[src/hdl/obm_pkg.sv]
package obm_pkg;

  // Fixed field geometry
  localparam int COORD_BITS  = 12;
  localparam int SIZE_BITS   = COORD_BITS + 1;
  localparam int END_BITS    = COORD_BITS + 2;
  // Depth of the queue between front and back
  localparam int FRONT_DEPTH = 2;

  typedef struct packed {
    logic [COORD_BITS-1:0] box_left;
    logic [COORD_BITS-1:0] box_top;
    logic [COORD_BITS-1:0] box_width;
    logic [COORD_BITS-1:0] box_height;
    logic                  final_box;
  } in_item_t;

  typedef struct packed {
    logic [COORD_BITS-1:0] merged_left;
    logic [COORD_BITS-1:0] merged_top;
    logic [SIZE_BITS-1:0]  merged_width;
    logic [SIZE_BITS-1:0]  merged_height;
    logic                  end_of_list;
    logic                  capacity_lost;
  } out_item_t;

  // One stored merged box
  typedef struct packed {
    logic [COORD_BITS-1:0] left;
    logic [COORD_BITS-1:0] top;
    logic [SIZE_BITS-1:0]  width;
    logic [SIZE_BITS-1:0]  height;
  } box_t;

  // Front to back link
  typedef struct packed {
    logic     valid;
    logic     last;
    in_item_t item;
  } front_link_t;

  typedef enum logic [2:0] {
    ST_IDLE,
    ST_READ,
    ST_CHECK,
    ST_APPEND,
    ST_EMIT_READ,
    ST_EMIT_LOAD
  } eng_state_t;

endpackage

[src/hdl/obm_front.sv]
module obm_front import obm_pkg::*; (
  input  logic        clk,
  input  logic        rst,
  input  logic        push,
  output logic        full,
  input  in_item_t    box,
  output front_link_t link,
  input  logic        take
);

  localparam int PW = (FRONT_DEPTH > 1) ? $clog2(FRONT_DEPTH) : 1;
  localparam int FW = $clog2(FRONT_DEPTH + 1);

  in_item_t        entries [FRONT_DEPTH];
  logic [PW-1:0]   wptr;
  logic [PW-1:0]   rptr;
  logic [FW-1:0]   fill;
  logic            wr_go;
  logic            rd_go;

  assign full  = (fill == FW'(FRONT_DEPTH));
  assign wr_go = push && !full;
  assign rd_go = take && (fill != '0);

  // Hand the oldest box to the back, tagged as end of set or not
  always_comb begin
    link.valid = (fill != '0);
    link.item  = entries[rptr];
    link.last  = entries[rptr].final_box;
  end

  // Small ring of boxes
  always_ff @(posedge clk) begin
    if (rst) begin
      wptr <= '0;
      rptr <= '0;
      fill <= '0;
    end else begin
      if (wr_go) begin
        entries[wptr] <= box;
        wptr          <= (wptr == PW'(FRONT_DEPTH - 1)) ? '0 : wptr + 1'b1;
      end
      if (rd_go) begin
        rptr <= (rptr == PW'(FRONT_DEPTH - 1)) ? '0 : rptr + 1'b1;
      end
      case ({wr_go, rd_go})
        2'b10:   fill <= fill + 1'b1;
        2'b01:   fill <= fill - 1'b1;
        default: fill <= fill;
      endcase
    end
  end

endmodule

[src/hdl/obm_engine.sv]
module obm_engine import obm_pkg::*; #(
  parameter int MAX_BOXES = 32
) (
  input  logic        clk,
  input  logic        rst,
  input  front_link_t link,
  output logic        take,
  output out_item_t   result,
  output logic        result_valid,
  input  logic        result_pop
);

  localparam int IW = $clog2(MAX_BOXES);
  localparam int CW = $clog2(MAX_BOXES + 1);
  localparam int SW = IW + 1;

  eng_state_t      state;
  eng_state_t      state_next;
  logic [IW-1:0]   head;
  logic [CW-1:0]   count;
  logic [CW-1:0]   checked;
  box_t            grow;
  logic            final_set;
  logic            drop;
  box_t            rdata;
  box_t            mem [MAX_BOXES];

  logic            mem_rd;
  logic            mem_wr;
  box_t            wdata;
  logic [SW-1:0]   tail_sum;
  logic [IW-1:0]   tail;
  logic [IW-1:0]   head_inc;
  logic [CW-1:0]   count_m1;
  logic [CW-1:0]   checked_p1;
  logic            last_emit;
  logic            room;
  logic            out_free;

  logic [END_BITS-1:0] f_left, f_top, g_left, g_top;
  logic [END_BITS-1:0] f_right, f_bottom, g_right, g_bottom;
  logic [END_BITS-1:0] max_l, max_t, min_r, min_b, max_r, max_b, min_l, min_t;
  logic                disjoint;
  box_t                uni;

  // Pointer arithmetic on the ring
  assign tail_sum   = SW'(head) + SW'(count);
  assign tail       = (tail_sum >= SW'(MAX_BOXES)) ? IW'(tail_sum - SW'(MAX_BOXES))
                                                   : IW'(tail_sum);
  assign head_inc   = (head == IW'(MAX_BOXES - 1)) ? '0 : head + 1'b1;
  assign count_m1   = count - 1'b1;
  assign checked_p1 = checked + 1'b1;
  assign last_emit  = (checked == count_m1);
  assign room       = (count < CW'(MAX_BOXES));
  assign out_free   = !result_valid || result_pop;

  // Overlap test and bounding union of the front entry and the growing box
  always_comb begin
    f_left   = END_BITS'(rdata.left);
    f_top    = END_BITS'(rdata.top);
    g_left   = END_BITS'(grow.left);
    g_top    = END_BITS'(grow.top);
    f_right  = f_left + END_BITS'(rdata.width);
    f_bottom = f_top + END_BITS'(rdata.height);
    g_right  = g_left + END_BITS'(grow.width);
    g_bottom = g_top + END_BITS'(grow.height);
    max_l    = (f_left > g_left) ? f_left : g_left;
    max_t    = (f_top > g_top) ? f_top : g_top;
    min_l    = (f_left < g_left) ? f_left : g_left;
    min_t    = (f_top < g_top) ? f_top : g_top;
    min_r    = (f_right < g_right) ? f_right : g_right;
    min_b    = (f_bottom < g_bottom) ? f_bottom : g_bottom;
    max_r    = (f_right > g_right) ? f_right : g_right;
    max_b    = (f_bottom > g_bottom) ? f_bottom : g_bottom;
    disjoint = (max_l > min_r) || (max_t > min_b);
    uni.left   = COORD_BITS'(min_l);
    uni.top    = COORD_BITS'(min_t);
    uni.width  = SIZE_BITS'(max_r - min_l);
    uni.height = SIZE_BITS'(max_b - min_t);
  end

  // Next state
  always_comb begin
    state_next = state;
    case (state)
      ST_IDLE: begin
        if (link.valid) begin
          state_next = (count == '0) ? ST_APPEND : ST_READ;
        end
      end
      ST_READ: begin
        state_next = ST_CHECK;
      end
      ST_CHECK: begin
        if (disjoint) begin
          state_next = (checked_p1 < count) ? ST_READ : ST_APPEND;
        end else begin
          state_next = (count_m1 != '0) ? ST_READ : ST_APPEND;
        end
      end
      ST_APPEND: begin
        state_next = final_set ? ST_EMIT_READ : ST_IDLE;
      end
      ST_EMIT_READ: begin
        state_next = out_free ? ST_EMIT_LOAD : ST_EMIT_READ;
      end
      ST_EMIT_LOAD: begin
        state_next = last_emit ? ST_IDLE : ST_EMIT_READ;
      end
      default: begin
        state_next = ST_IDLE;
      end
    endcase
  end

  // Output decode
  always_comb begin
    take   = 1'b0;
    mem_rd = 1'b0;
    mem_wr = 1'b0;
    wdata  = rdata;
    case (state)
      ST_IDLE: begin
        take = link.valid;
      end
      ST_READ: begin
        mem_rd = 1'b1;
      end
      ST_CHECK: begin
        mem_wr = disjoint;
        wdata  = rdata;
      end
      ST_APPEND: begin
        mem_wr = room;
        wdata  = grow;
      end
      ST_EMIT_READ: begin
        mem_rd = out_free;
      end
      default: begin
        take = 1'b0;
      end
    endcase
  end

  // Merged box store: one write and one registered read a cycle
  always_ff @(posedge clk) begin
    if (mem_wr) begin
      mem[tail] <= wdata;
    end
    if (mem_rd) begin
      rdata <= mem[head];
    end
  end

  // Control and working registers
  always_ff @(posedge clk) begin
    if (rst) begin
      state        <= ST_IDLE;
      head         <= '0;
      count        <= '0;
      checked      <= '0;
      drop         <= 1'b0;
      final_set    <= 1'b0;
      result_valid <= 1'b0;
    end else begin
      state <= state_next;
      if (result_pop) begin
        result_valid <= 1'b0;
      end
      case (state)
        ST_IDLE: begin
          if (take) begin
            grow.left   <= link.item.box_left;
            grow.top    <= link.item.box_top;
            grow.width  <= SIZE_BITS'(link.item.box_width);
            grow.height <= SIZE_BITS'(link.item.box_height);
            final_set   <= link.last;
            checked     <= '0;
          end
        end
        ST_CHECK: begin
          head <= head_inc;
          if (disjoint) begin
            checked <= checked_p1;
          end else begin
            grow    <= uni;
            count   <= count_m1;
            checked <= '0;
          end
        end
        ST_APPEND: begin
          if (room) begin
            count <= count + 1'b1;
          end else begin
            drop <= 1'b1;
          end
          checked <= '0;
        end
        ST_EMIT_LOAD: begin
          result.merged_left   <= rdata.left;
          result.merged_top    <= rdata.top;
          result.merged_width  <= rdata.width;
          result.merged_height <= rdata.height;
          result.end_of_list   <= last_emit;
          result.capacity_lost <= drop;
          result_valid         <= 1'b1;
          head                 <= head_inc;
          checked              <= checked_p1;
          if (last_emit) begin
            count <= '0;
            drop  <= 1'b0;
          end
        end
        default: begin
          head <= head;
        end
      endcase
    end
  end

  // Store never holds more than its depth
  assert property (@(posedge clk) disable iff (rst) count <= CW'(MAX_BOXES))
    else $error("merged box count above capacity");

  // A result is only loaded into an empty output register
  assert property (@(posedge clk) disable iff (rst)
    (state == ST_EMIT_LOAD) |-> !result_valid)
    else $error("output register overwritten");

  // A check always has an entry left to pop
  assert property (@(posedge clk) disable iff (rst)
    (state == ST_CHECK) |-> (checked < count))
    else $error("check without a pending entry");

  // The end of a list leaves the store empty
  assert property (@(posedge clk) disable iff (rst)
    (state == ST_EMIT_LOAD && last_emit) |=> (count == '0 && !drop))
    else $error("store not cleared after emission");

endmodule

[src/hdl/overlapping_box_merger_unit.sv]
// Overlapping box merger.
// Input channel: write a box with push while full is low; final_box marks the
// last box of a set. Result channel: while empty is low the oldest merged box
// is on merged; pop takes it.
// A two-entry queue takes boxes while the merge engine walks the stored list.
// Per box the engine takes it, checks each stored entry with a registered
// store read followed by a compare and rotate, then appends the box if the
// store has room. Each absorbed entry grows the box and restarts the pass.
// On a final box the list is sent front to back, each entry read from the
// store and then loaded into the output register, end_of_list set on the
// last one; the store is then empty again.
// A stalled receiver holds the engine in the sending loop; the input queue
// keeps taking boxes until its two entries are full.
// Reset empties the input queue, the store and the output register; no
// clearing pass is needed.
module overlapping_box_merger_unit import obm_pkg::*; #(
  parameter int MAX_BOXES = 32
) (
  input  logic      clk,
  input  logic      rst,
  input  logic      push,
  output logic      full,
  input  in_item_t  box,
  output logic      empty,
  input  logic      pop,
  output out_item_t merged
);

  front_link_t link;
  logic        take;
  logic        result_valid;
  logic        result_pop;

  assign empty      = !result_valid;
  assign result_pop = pop && result_valid;

  // Input side
  obm_front u_front (
    .clk  (clk),
    .rst  (rst),
    .push (push),
    .full (full),
    .box  (box),
    .link (link),
    .take (take)
  );

  // Merge and emission side
  obm_engine #(
    .MAX_BOXES (MAX_BOXES)
  ) u_engine (
    .clk          (clk),
    .rst          (rst),
    .link         (link),
    .take         (take),
    .result       (merged),
    .result_valid (result_valid),
    .result_pop   (result_pop)
  );

endmodule

[config.mk]
export PLATFORM = sky130hd
export DESIGN_NAME = overlapping_box_merger_unit
export DESIGN_NICKNAME = d
export VERILOG_FILES = /design/src/hdl/obm_pkg.sv /design/src/hdl/obm_front.sv /design/src/hdl/obm_engine.sv /design/src/hdl/overlapping_box_merger_unit.sv
export SDC_FILE = /design/constraint.sdc
export NUM_CORES = 2
export LEC_CHECK = 0
export BUFFER_PORTS_ARGS = -buffer_cell sky130_fd_sc_hd__buf_2
export CAP_MARGIN = 20
export CELL_PAD_IN_SITES_DETAIL_PLACEMENT = 1
export CELL_PAD_IN_SITES_GLOBAL_PLACEMENT = 1
export CORE_MARGIN = 1.5
export CORE_UTILIZATION = 46
export CTS_BUF_LIST = sky130_fd_sc_hd__clkbuf_8
export DETAILED_ROUTE_END_ITERATION = 7
export GPL_ROUTABILITY_DRIVEN = 0
export GPL_TIMING_DRIVEN = 0
export PLACE_DENSITY = 0.68
export SYNTH_ARGS = -nofsm -noshare
export SYNTH_HDL_FRONTEND = slang
export SYNTH_SLANG_ARGS = --single-unit
[constraint.sdc]
create_clock -name clk -period 14.55 [get_ports clk]
set_input_delay 1.455 -clock clk [delete_from_list [all_inputs] [get_ports clk]]
set_output_delay 1.455 -clock clk [all_outputs]
set_load 0.05 [all_outputs]
# After elaboration in Yosys (flattened, before gate mapping)
# Memory sizes are Yosys's and may differ from the RTL's. A register that Yosys moved wholly into a read port is not among the register bits.
# Index checks and enable logic that the tools add are counted.
dict set report totals {
  out_inout_bits 54
  memories 2
  mem_bits_rw 1698
  ff_bits 129
  input_bits 53
  elab_cells 140
}
dict set report op_classes {
  bitwise_logic 1
  add_sub_neg 16
  eq_ne 16
  order_cmp 13
  n_reduce_logical 24
  muxes 48
}
# memory words width rd rd_clocked_by_memory_dff wr line
set mem_list {}
lappend mem_list {u_engine.mem 32 50 1 1 1 obm_engine.sv:26} ;# box_t mem [MAX_BOXES];
lappend mem_list {u_front.entries 2 49 1 1 1 obm_front.sv:14} ;# in_item_t entries [FRONT_DEPTH];
# operator n
set ops {}
lappend ops {{$mux W50} 3}
lappend ops {{$pmux W50 S2} 1}
lappend ops {{$add A12 B13 Y14} 4}
lappend ops {{$gt A14 B14 Y1} 4}
lappend ops {{$mux W12} 4}
lappend ops {{$mux W6} 5}
lappend ops {{$lt A14 B14 Y1} 2}
lappend ops {{$mux W14} 2}
lappend ops {{$mux W13} 2}
lappend ops {{$sub A13 B13 Y13} 2}
lappend ops {{$gt A12 B12 Y1} 2}
lappend ops {{$lt A12 B12 Y1} 2}
lappend ops {{$pmux W6 S4} 1}
lappend ops {{$pmux W3 S6} 1}
lappend ops {{$pmux W6 S3} 1}
lappend ops {{$mux W1} 15}
lappend ops {{$add A6 B1 Y6 const B} 2}
lappend ops {{$mux W3} 4}
lappend ops {{$mux W5} 2}
lappend ops {{$reduce_bool A2 Y1} 5}
lappend ops {{$reduce_and A4 Y1} 2}
lappend ops {{$add A5 B6 Y6} 1}
lappend ops {{$eq A3 B2 Y1 const B} 2}
lappend ops {{$eq A3 B3 Y1 const B} 2}
lappend ops {{other kinds (31)} 47}

# Longest topological paths before layout
dict set report depth {
  word_depth 8
  mapped_depth 33
  ltp_nobuf 31
}

# Cells and area by module
# From an unflattened synthesis, not the netlist that was laid out.
dict set report hier_totals {
  cells_unflattened 3924
  hier_area_um2 77967.3
}
# mod cells_per_inst area_per_inst_um2 seq_area_each_um2 n_inst
set modules_own_cells {}
lappend modules_own_cells {obm_engine 3744 74202.4 53070.9 1}
lappend modules_own_cells {obm_front 178 3754.9 3042.9 1}
lappend modules_own_cells {overlapping_box_merger_unit 2 10.0 0.0 1}

# Worst setup path before layout
# Ideal clock, no wire load.
dict set report synth_path {
  path_type {register to register}
  startpoint {register u_engine.grow, in the netlist u_engine.g_top[4]}
  endpoint {register u_engine.grow, in the netlist u_engine.g_left[0] (enable)}
  t_arrival_ns 10.340
  setup_slack_ns 3.627
  stages_incl_launch_ff 26
  setup_ns 0.583
  path_buffers 1
  t_required_ns 13.967
  period_less_slack_ns 10.923
  cell_sequence {edfxtp_1 -> ha_1 -> or3_1 -> a21oi_1 -> a21oi_1 -> a21o_1 -> a21o_1 -> a21o_1 -> a21oi_1 -> xnor2_1 -> inv_1 -> ha_1 -> a21oi_1 -> a21boi_0 -> o21ai_0 -> o311ai_2 -> nor2_2 -> clkbuf_1 -> mux2i_1 -> ha_1 -> a2111oi_0 -> o21ai_0 -> o311ai_0 -> a211oi_4 -> nor2_1 -> nor4bb_1}
}
dict set report synth_via {
  elab_chain_len 7
  word_cells_on_any_way 9
  cone_classes {add/sub: 1; order compare: 3; eq/ne: 1; mux: 2; reduce/logical: 2}
}
# item line
set synth_lines {}
lappend synth_lines {{start, declared} obm_engine.sv:22} ;# box_t grow;
lappend synth_lines {{start signal, assigned} obm_engine.sv:187} ;# grow <= uni;
lappend synth_lines {{$add A12 B13 Y14} obm_engine.sv:66} ;# g_bottom = g_top + END_BITS'(grow.height);
lappend synth_lines {{$lt A14 B14 Y1} obm_engine.sv:72} ;# min_b = (f_bottom < g_bottom) ? f_bottom : g_bottom;
lappend synth_lines {{$mux W14} obm_engine.sv:72}
lappend synth_lines {{$gt A14 B14 Y1 *} obm_engine.sv:75} ;# disjoint = (max_l > min_r) || (max_t > min_b);
lappend synth_lines {{$logic_or A1 B1 Y1 *} obm_engine.sv:75}
lappend synth_lines {{$ne A2 B2 Y1 (no line) *} n/a}
lappend synth_lines {{$reduce_and A4 Y1 (no line) *} n/a}
# Mark *: on every way between the ends. The rest lies on a longest branch, timed or not.
# A chain may end at the register's enable or synchronous reset.

# Worst setup path in the final report
dict set report layout_path {
  startpoint {register, netlist name u_engine.f_left[0]}
  endpoint {memory u_engine.mem[0][17] (netlist bit) (enable)}
}
dict set report layout_via {
  elab_chain_len 8
  word_cells_on_any_way 10
  cone_classes {add/sub: 1; order compare: 3; mux: 5; reduce/logical: 1}
}
# item line
set layout_lines {}
lappend layout_lines {{$add A12 B13 Y14} obm_engine.sv:63} ;# f_right = f_left + END_BITS'(rdata.width);
lappend layout_lines {{$lt A14 B14 Y1} obm_engine.sv:71} ;# min_r = (f_right < g_right) ? f_right : g_right;
lappend layout_lines {{$mux W14} obm_engine.sv:71}
lappend layout_lines {{$gt A14 B14 Y1 *} obm_engine.sv:75}
lappend layout_lines {{$logic_or A1 B1 Y1 *} obm_engine.sv:75}
lappend layout_lines {{$pmux W1 S2 *} obm_engine.sv:122} ;# case (state)
lappend layout_lines {{$mux W1 *} obm_engine.sv:148} ;# if (mem_wr) begin
lappend layout_lines {{$mux W1 (not written as such) *} obm_engine.sv:149} ;# mem[tail] <= wdata;
lappend layout_lines {{end, declared} obm_engine.sv:26}
# Marked as above.

==> flow_summary_export.csv <==
group,metric,value,unit
cts,cts_sinks,1878,
routing,routed-via-count,42800,
cts,root_buffer,"clkbuf_8",
synth,synthDominantCellAreaShare,71.3,%
worst_setup_path,critPathTopFamily,"compound AO/OA/AOI/OAI gates",
die,core_area,168000,um2
synth,async_flop_share,0,%
synth,synth.distinct_cells,91,
power_and_ir_drop,p_leak,30.2,nW
global_route,grt_pass1_vias,44800,
power_and_ir_drop,clkPwrFrac,23.2,%
synth,yosysTopAreaCell,"edfxtp_1",
timing,slew_headroom,20.1,%
cts,cts_tree,"done",
cts,cts_hold_buf,0,
routing,drc,0,
place,place_ws,5.51,ns
power_and_ir_drop,power_frac_seq,38.7,%
worst_setup_path,slowest_delay,0.72,ns
worst_setup_path,cp_common_cell,"buf_4",
routing,via_per_inst,6.00,
routing,wl_met2,111000,um
routing,wl_met1,93200,um
timing,min_period,9.13,ns
timing,fin_crit_sh,62.8,%
worst_setup_path,worstSetupPathType,"register to register",
place,placed_area,85300,um2
die,dieArea,172000,um2
routing,highest_layer,"met5",
cts,h-tree-depth,5,
synth,seq_area_frac_synth,72.0,%
routing,dr_wl_met3,16600,um
layout,final_cells,7136,
layout,design_area,91200,um2
synth,synth_nets,4142,
worst_setup_path,cp-start-kind,"register",
power_and_ir_drop,ir_worst_vdd,0.162,mV
die,dieHeight,415,um
die,die_w,415,um
synth,ys_warn_count,0,
worst_setup_path,worst-path-buf-inv,10,
cts,worstSkewPairLatency,1.06,ns
layout,synthToLayoutAreaGrowth,17.0,%
synth,synth_enable_flop_cells,1850,
synth,synth_seq_cells,1878,
layout,drive_above_1_share,31.3,%
timing,finalSetupViolations,0,
worst_setup_path,critPathArrivalTime,9.85,ns
cts,postCtsResizedCells,0,
cts,clock_path_buffers,4,
timing,grt_setup_unrepaired,"false",
global_route,antenna_found_initial,8,
synth,ys.flop_type,"edfxtp_1",
global_route,grt_usage,26.9,%
global_route,overflow,0,
power_and_ir_drop,pwr_density_cell,202,nW/um2
die,ioPinCount,107,
routing,drt-wirelength-per-cell,32.4,um
worst_hold_path,hold_class,"register to register",
synth,yosys-top-cells-area,"edfxtp_1 71%, mux4_2 14%, ha_1 2.6%, mux2_2 1.2%, nand2_1 0.82%",
timing,postLayoutSetupSlackWorst,5.42,ns
power_and_ir_drop,netSwitchingPower,6.66,mW
global_route,grt_max_degree,33,
synth,synth_area,78000,um2
timing,skew,0.0992,ns
timing,tightest_slew,1.20,ns
routing,detail-route-antenna-nets,0,
synth,postSynthCellCount,3918,
status,status,"completed",
cts,cts.reportedPaths.clkPinSlew,0.06,ns
timing,tns,0,ns
die,start_util,46.5,%
cts,postCtsSetupBuffers,0,
place,portBuffers,105,
worst_setup_path,critPathMaxFanout,10,
routing,drtIter0Drc,5066,
job,drv_cap,0,
place,hpwl,169000,um
power_and_ir_drop,switching_share,36.1,%
power_and_ir_drop,p_int,11.8,mW
timing,hold_viol,0,
timing,slew_viol_final,0,
synth,avgSynthCellArea,19.9,um2
global_route,grt_pass1_wl,328000,um
place,dpl.cell_count,6573,
routing,wirelength,231000,um
worst_setup_path,crit_slowest_cell,"edfxtp_1",
timing,fmax,109,MHz
power_and_ir_drop,p_comb_share,38.1,%
routing,firstDrtPassIters,7,
die,rows,150,
worst_setup_path,required,15.26,ns
worst_setup_path,critical_path.endpoint_type,"register",
layout,final_nets,4935,
cts,numCtsBuffers,320,
power by group through the flow:
stage          Combinational [mW]  Clock [mW]  Sequential [mW]
2_1_floorplan                4.70           0             7.05
3_3_place_gp                 6.39           0             7.36
6_report                     7.02        4.27             7.14
3_5_place_dp                 6.87           0             7.24
5_1_grt                      7.62        4.56             7.13
4_1_cts                      6.91        4.36             7.13
stage by stage:
| stage | utilization [%] | power [mW] | hold slack, ns |
|---|---|---|---|
| after global placement | 48.4 | 13.8 | 0.417 |
| after detailed placement | 50.8 | 14.1 | 0.435 |
| after floorplan | - | 11.7 | 0.408 |
| final | 54.4 | 18.4 | 0.453 |
| after global routing | 54.4 | 19.3 | 0.478 |
| after CTS | 54.1 | 18.4 | 0.454 |
synthesized netlist by cell type (8+ instances only):
cell type  number
edfxtp_1     1850
mux4_2        500
nand2_1       170
ha_1          164
clkbuf_1      143
a21oi_1       105
o21ai_0        96
inv_1          87
nor2_1         86
mux2_2         84
mux2i_1        63
nor2b_1        53
xnor2_1        49
a211oi_1       40
a21o_1         37
nand3_1        34
xor2_1         32
buf_1          31
nor3_1         29
dfxtp_1        28
nand2b_1       23
nor4_1         19
o21a_1         14
nand4_1        11
a31oi_1        10
o31ai_1         9
o211ai_1        8
flip-flops by register name, indices dropped and copies added (netlist names), 26 cells and up, named ones only:
name,flops
u_engine.result,52
u_engine.rdata,26
u_engine.grow,26
u_front.entries,98
u_engine.mem,1600
worst paths after layout:
check / start / slack (ns) / cells past startpoint / to
setup reg to reg: u_engine.f_left[0]$_DFFE_PP_ / 5.42 / 35 / u_engine.mem[0][17]$_DFFE_PP_
setup / recovery: u_engine.f_left[0]$_DFFE_PP_ / 5.42 / 35 / u_engine.mem[0][17]$_DFFE_PP_
hold reg to reg: u_engine.drop$_SDFFE_PP0P_ / 0.45 / 0 / u_engine.result[0]$_DFFE_PP_
hold / removal: u_engine.drop$_SDFFE_PP0P_ / 0.45 / 0 / u_engine.result[0]$_DFFE_PP_
worst reg2reg max path: cells and delay by family (launching register included):
family | cells | cell delay, ns
compound gates | 11 | 2.20
mux | 1 | 0.36
fa+ha+maj | 4 | 1.25
xor+xnor | 1 | 0.37
flops | 1 | 0.72
buf+inv | 10 | 2.19
simple gates | 8 | 1.75
final cells by class:
| type | count | area [um2] |
|---|---|---|
| fill | 15100 | 76600 |
| inverter | 89 | 335 |
| multi-input combinational | 1770 | 21200 |
| buffer | 181 | 717 |
| tap | 2204 | 2760 |
| timing repair buffer | 471 | 4610 |
| clock buffer | 323 | 4450 |
| sequential | 1878 | 56100 |
| clock inverter | 215 | 1060 |
| antenna | 5 | 12.5 |
layer usage:
layer / up-vias / global-route usage [%]
li1: 17800 / -
met1: 22700 / 35.8
met2: 1892 / 43.1
met3: 453 / 5.45
met4: 2 / 11.9
met5: - / 0
cells in the final DEF (no fill, tap or decap), types with 109 or more instances in the layout:
master	n
edfxtp_1	1850
nand2_1	170
buf_2	109
clkbuf_1	141
buf_6	132
mux4_2	500
ha_1	164
inv_1	174
clkbuf_8	323
buf_4	146
cell families (layout without fill, tap and decap cells):
logic type | after synthesis | after routing | share of synthesized area (%)
XOR/XNOR | 85 | 85 | 1.02
AND/OR/NAND/NOR | 471 | 471 | 2.96
flip-flops | 1878 | 1878 | 72.0
multiplexers | 649 | 649 | 16.5
adder cells (fa/ha/maj) | 171 | 171 | 2.81
AO/OA/AOI/OAI | 394 | 394 | 3.39
other | 0 | 5 | 0
buffers and inverters | 270 | 1279 | 1.34
No activity file was read; power rests on OpenSTA's default activity.
